### src/hdl/lprt_pkg.sv
// Shared types, codes and helpers for the longest-prefix route table.
// No dependencies; imported by every module of the block.
`timescale 1ns / 1ps

package lprt_pkg;

    localparam int unsigned ROUTE_ENTRIES_DEF = 16;

    localparam int unsigned ADDR_W  = 32;
    localparam int unsigned IFC_W   = 8;
    localparam int unsigned BITS_W  = 6;   // holds a population count of 0..32
    localparam int unsigned KIND_W  = 2;
    localparam int unsigned STAT_W  = 2;

    // Stream widths: fields packed from bit 0, padded to whole bytes.
    localparam int unsigned IN_DATA_W  = 168;
    localparam int unsigned IN_USER_W  = 8;
    localparam int unsigned OUT_DATA_W = 136;
    localparam int unsigned OUT_USER_W = 8;

    localparam logic [KIND_W-1:0] KIND_ADD    = 2'd0;
    localparam logic [KIND_W-1:0] KIND_LOOKUP = 2'd1;
    localparam logic [KIND_W-1:0] KIND_CLEAR  = 2'd2;

    localparam logic [STAT_W-1:0] ST_OK        = 2'd0;
    localparam logic [STAT_W-1:0] ST_HOST_BITS = 2'd1;
    localparam logic [STAT_W-1:0] ST_FULL      = 2'd2;
    localparam logic [STAT_W-1:0] ST_NO_ROUTE  = 2'd3;

    // Route fields as carried through the chain and to the output.
    typedef struct packed {
        logic [ADDR_W-1:0] net;
        logic [ADDR_W-1:0] mask;
        logic [ADDR_W-1:0] gw;
        logic [ADDR_W-1:0] metric;
        logic [IFC_W-1:0]  ifc;
    } t_route;

    // Token that walks the cell chain, one cell per cycle.
    typedef struct packed {
        logic              active;
        logic [KIND_W-1:0] kind;
        logic              host_err;
        logic              placed;
        logic              found;
        t_route            route;      // route of an add item
        logic [BITS_W-1:0] bits;       // mask bit count of an add item
        logic [ADDR_W-1:0] dst;
        logic [BITS_W-1:0] win_bits;
        t_route            best;
    } t_token;

    typedef struct packed {
        logic [STAT_W-1:0] status;
        t_route            route;
    } t_result;

    function automatic logic [BITS_W-1:0] ones_count(input logic [ADDR_W-1:0] v);
        logic [BITS_W-1:0] n;
        n = '0;
        for (int b = 0; b < ADDR_W; b++) begin
            n = n + BITS_W'(v[b]);
        end
        return n;
    endfunction

endpackage

### src/hdl/lprt_cell.sv
// One route slot of the chain: holds an entry and updates the passing token.
// Depends on lprt_pkg.
`timescale 1ns / 1ps

module lprt_cell (
    input  logic            i_clk,
    input  logic            i_rst_n,
    input  lprt_pkg::t_token i_tok,
    output lprt_pkg::t_token o_tok
);
    import lprt_pkg::*;

    logic              r_valid;
    logic              n_valid;
    t_route            r_entry;
    logic [BITS_W-1:0] r_bits;
    t_token            r_tok;
    t_token            n_tok;
    logic              w_write;
    logic              w_match;
    logic              w_better;

    assign w_match  = r_valid && ((i_tok.dst & r_entry.mask) == r_entry.net);
    assign w_better = !i_tok.found || (r_bits > i_tok.win_bits) ||
                      ((r_bits == i_tok.win_bits) && (r_entry.metric < i_tok.best.metric));

    always_comb begin
        n_tok   = i_tok;
        n_valid = r_valid;
        w_write = 1'b0;
        if (i_tok.active) begin
            unique case (i_tok.kind)
                KIND_ADD: begin
                    if (!i_tok.host_err && !i_tok.placed && !r_valid) begin
                        w_write      = 1'b1;
                        n_valid      = 1'b1;
                        n_tok.placed = 1'b1;
                    end
                end
                KIND_LOOKUP: begin
                    if (w_match && w_better) begin
                        n_tok.found    = 1'b1;
                        n_tok.win_bits = r_bits;
                        n_tok.best     = r_entry;
                    end
                end
                KIND_CLEAR: begin
                    n_valid = 1'b0;
                end
                default: begin
                    // unused kind: pass through untouched
                end
            endcase
        end
    end

    always_ff @(posedge i_clk) begin
        if (!i_rst_n) begin
            r_valid      <= 1'b0;
            r_tok.active <= 1'b0;
        end else begin
            r_valid <= n_valid;
            r_tok   <= n_tok;
        end
    end

    // entry payload: written only by an add, no reset
    always_ff @(posedge i_clk) begin
        if (w_write) begin
            r_entry <= i_tok.route;
            r_bits  <= i_tok.bits;
        end
    end

    assign o_tok = r_tok;

endmodule

### config.mk
export PLATFORM = sky130hd
export DESIGN_NAME = lprt_cell
export DESIGN_NICKNAME = d
export VERILOG_FILES = /design/src/hdl/lprt_pkg.sv /design/src/hdl/lprt_cell.sv
export SDC_FILE = /design/constraint.sdc
export NUM_CORES = 1
export LEC_CHECK = 0
export ABC_AREA = 1
export BUFFER_PORTS_ARGS = -buffer_cell sky130_fd_sc_hd__buf_2
export CORE_AREA = 2 2 250 252
export DETAILED_ROUTE_END_ITERATION = 12
export DIE_AREA = 0 0 252 254
export PLACE_DENSITY = 0.52
export SLEW_MARGIN = 20
export SYNTH_ARGS = -nofsm -noshare
export SYNTH_HDL_FRONTEND = slang
export SYNTH_SLANG_ARGS = --single-unit
### constraint.sdc
create_clock -name i_clk -period 4.9 [get_ports i_clk]
set_input_delay 0 -clock i_clk [delete_from_list [all_inputs] [get_ports i_clk]]
set_output_delay 0 -clock i_clk [all_outputs]
set_load 0.01 [all_outputs]
# Word-level counts from Yosys, hierarchy flattened
# Index checks and enable logic that the tools add are counted.
[word_totals] ff_bits=465 input_bits=324 output_inout_bits=322
[classes] n_lt_le_gt_ge=2 eq_ne=5 mux=13 bitwise=1 reduce_logical=14
[ops] operator="142-bit 2-to-1 mux" count=3
[ops] operator="32-bit bitwise AND" count=1
[ops] operator="32-bit == test" count=1
[ops] operator="32-bit < comparator" count=1
[ops] operator="1-bit 2-to-1 mux" count=8
[ops] operator="6-bit == test" count=1
[ops] operator="6-bit greater-than comparator" count=1
[ops] operator="1-bit logical AND" count=5
[ops] operator="1-bit zero test" count=4
[ops] operator="3-bit AND reduction" count=1
[ops] operator="2-bit by 1-bit == test with 1-bit output, second input constant" count=1
[ops] operator="2-bit == test, second input constant" count=1
[ops] operator="2-bit zero test" count=1
[ops] operator="1-bit logical OR" count=2
[ops] operator="2-bit 2-to-1 mux" count=1
[ops] operator="2-bit inequality test, second input constant" count=1
[ops] operator="1-bit case mux with 2 select lines" count=1
[ops] operator="2-bit nonzero test" count=1

# Logic depth before layout (Yosys ltp)
[depth] word_depth=7 ltp_mapped=18 mapped_depth_nobuf=16

# Worst setup path after synthesis
# Ideal clock, no wire load.
[synth_timing] path_kind="reg2reg" startpoint="register r_valid" endpoint="register r_tok (netlist bit o_tok[317]) (data pin)" setup_time_ps=152 arrival_ps=3774 required_time_ps=4748 path_slack_ps=974 path_stages_with_launch=5 path_buffers=0 period_less_slack_ps=3926 cell_sequence="dfxtp_1 -> nor3_1 -> nand3_1 -> inv_1 -> or2_2"
[synth_lines] element="start: declaration" line_no="lprt_cell.sv:13" text="logic r_valid;"
[synth_lines] element="start signal: assignment" line_no="lprt_cell.sv:62" text="r_valid <= n_valid;"
[synth_lines] element="end signal: assignment" line_no="lprt_cell.sv:63" text="r_tok <= n_tok;"
[synth_lines] element="end: declaration" line_no="lprt_cell.sv:17" text="t_token r_tok;"

==> run metrics <==
Least-Margin Pin Slew 0.809 ns; Mean Syn Cell Area 14.4 µm²; remaining antenna violation count 0; Post CTS Setup Buffer Count 0; drt initial violations 778; root buffer cell clkbuf_16; number of warning messages in the yosys log 0; area of the core region 0.0613 mm²; EDFF count, synth 463; dominant synthesized flop cell edfxtp_1; outcome finished clean; number of violations of the max-capacitance limit 0; HPWL after DPL 41.8 mm; count of fill cells added during filler insertion 5,669; Post-CTS Resized 0; Power Dens Cells 359 mW/mm²; Post-Synthesis Cell Area 0.0175 mm²; worst voltage drop across the vdd grid 0.248 mV; sort of element at the start of the critical path flip-flop; critical path capture point type flip-flop; CTS Hold Buffers Added 323; most common cell after layout, fill and taps aside buf_2; leakage dissipation 11.3 nW; synthesized flop and latch total 465; nets@finish 2,565; DIE HEIGHT 254 µm; instance count of the mapped netlist 1,219; Worst Setup Slack, final 1.56 ns; clock buffers created by TritonCTS 52; Area growth syn-to-layout 51.7%; I/O pin count 646; total global-route track usage 18.0%; Detailed Route WL 60.0 mm; iteration count of the initial detailed-routing pass 5; number of pins exceeding their max-slew limit in the final report 0; initial cell density of the core 28.6%; fin cells 3,037; sequential cell area fraction in the yosys report 79.5%; Worst Hold Slack 0.136 ns; vias in the first global route 14.0k; unique cell type count in the Yosys netlist 31; clock slew at the register clock pins of the worst setup and hold paths 0.06 ns; final total negative setup slack 0 ns; commonest cells after routing, fill and taps aside buf_2 (644), edfxtp_1 (463), nand2_1 (373); placed cell count 2,617; largest net degree at the start of global routing 144; sink count of the clock tree 465; required time worst endpoint 5.35 ns; clock latency of the later-clocked register in the worst-skew pair 0.58 ns; post-layout power 0.00955 W; Total Die Area 0.0640 mm²; Clock Path Buffers 3; type of the worst setup path flip-flop to flip-flop; GRT Residual Overflow 0; largest fanout on the critical path 94; Hold Vio Cnt, Final 0; total number of vias 13.4k; routability congestion estimate 0.825; Finish-stage setup viols 0; quantity of I/O buffers inserted on ports 645; placement-stage worst setup slack 1.52 ns; TritonCTS clock tree done; DRC 0; time the final worst path needs with I/O delays and setup 3.34 ns; unrepaired setup endpoints after global routing false; timing-limited maximum frequency 299 MHz; net count of the mapped netlist 1,580; worst path arrival time 3.79 ns; floorplan die width 252 µm; classification of the worst-slack hold path input pin to flip-flop; vias per std cell 4.40; share of layout cells above drive strength 1 32.8%; wire length of the first global-routing pass 85.5 mm; average wire per standard cell 19.7 µm; Tcrit/Tclk final 68.2%; number of core rows 91; final worst clock skew 0.0145 ns; number of antenna violations at the first check in global routing 6; relative slew slack 46.0%; number of H-tree branching levels 2; Async SR Flop Fraction 0%
-- per-layer routing --
layer / up-vias / share of wire (%) / track usage [%]
met4: 4 / 3.4 / 6.64
li1: 6328 / - / -
met2: 588 / 51 / 32.2
met3: 110 / 7.8 / 4.82
met5: - / 0.040 / 0.0772
met1: 6334 / 38 / 20.5
-- registers in the layout, summed over array words and instances, names as in the netlist --
register,count
r_valid,1
r_entry,136
r_bits,6
o_tok,322
-- power breakdown --
part	switching (W)	total (W)	internal, W
Clock	0.00160	0.00383	0.00224
Combinational	0.000528	0.000986	0.000459
Sequential	0.0000800	0.00473	0.00465
-- stage by stage --
step | util (%) | cell area, µm²
detailed placement | 35.4 | 21700
finish | 43.4 | 26600
global placement | 35.4 | 21700
floorplan | - | 17500
global route | 43.4 | 26600
CTS | 43.4 | 26600
-- final timing paths --
kind,startpoint,endpoint,slack [ns],depth (start not counted)
max,r_bits[5],o_tok[46],1.56,11
min reg2reg,r_valid,r_valid,0.52,2
max reg2reg,r_bits[5],o_tok[46],1.56,11
min,i_tok[228],o_tok[228],0.14,2
-- cells in the mapped netlist, types with 2 or more instances --
master      n  share of area, %
nor3_1      9              0.26
buf_4       8              0.34
buf_1       3             0.064
o22ai_1     3              0.11
nand3_1   153               4.4
o21ai_1     4              0.11
o21ai_0     8              0.23
o21bai_1    2             0.086
xor2_1      6              0.30
dfxtp_1     2              0.23
xnor2_1     8              0.40
clkbuf_1   11              0.24
nand2_2     2             0.071
a21oi_1    18              0.51
or2_2       2             0.071
edfxtp_1  463                79
ha_1       37               2.6
buf_2      23              0.66
a21boi_0    2             0.086
inv_1      52               1.1
nand2_1   373               8.0
nor2_1     21              0.45
-- cells by family (layout without fill, tap and decap cells) --
| family | Yosys count | in the layout | synth area share (%) |
|---|---|---|---|
| compound gates | 40 | 40 | 1.26 |
| fa+ha+maj | 37 | 37 | 2.64 |
| simple gates | 566 | 566 | 13.5 |
| buf+inv | 97 | 1123 | 2.41 |
| flops | 465 | 465 | 79.5 |
| xor+xnor | 14 | 14 | 0.699 |
| other cells | 0 | 2 | 0 |
-- final cells by class --
type                    count  area, µm²  share of cell area, %
well taps                 790        988                   3.72
diodes                      2       5.00                 0.0188
repair buffers            976       6590                   24.8
inverters                  52        200                  0.753
multi-input cells         657       3190                   12.0
clock buffers              66       1400                   5.28
clock inverters            29        264                  0.993
flip-flops and latches    465      13900                   52.4
-- worst max-delay path: stages, from the launching register on --
cell and delay [ns]:
edfxtp_1 0.38, ha_1 0.31, nand2_1 0.10, nor2_1 0.07, o21ai_0 0.09, o211ai_1 0.12
a21boi_0 0.54, nand2_8 0.40, nand2_8 0.43, buf_12 0.44, nand2_1 0.12, nand2_1 0.08
Note: power is estimated with default switching activity, not from simulation.
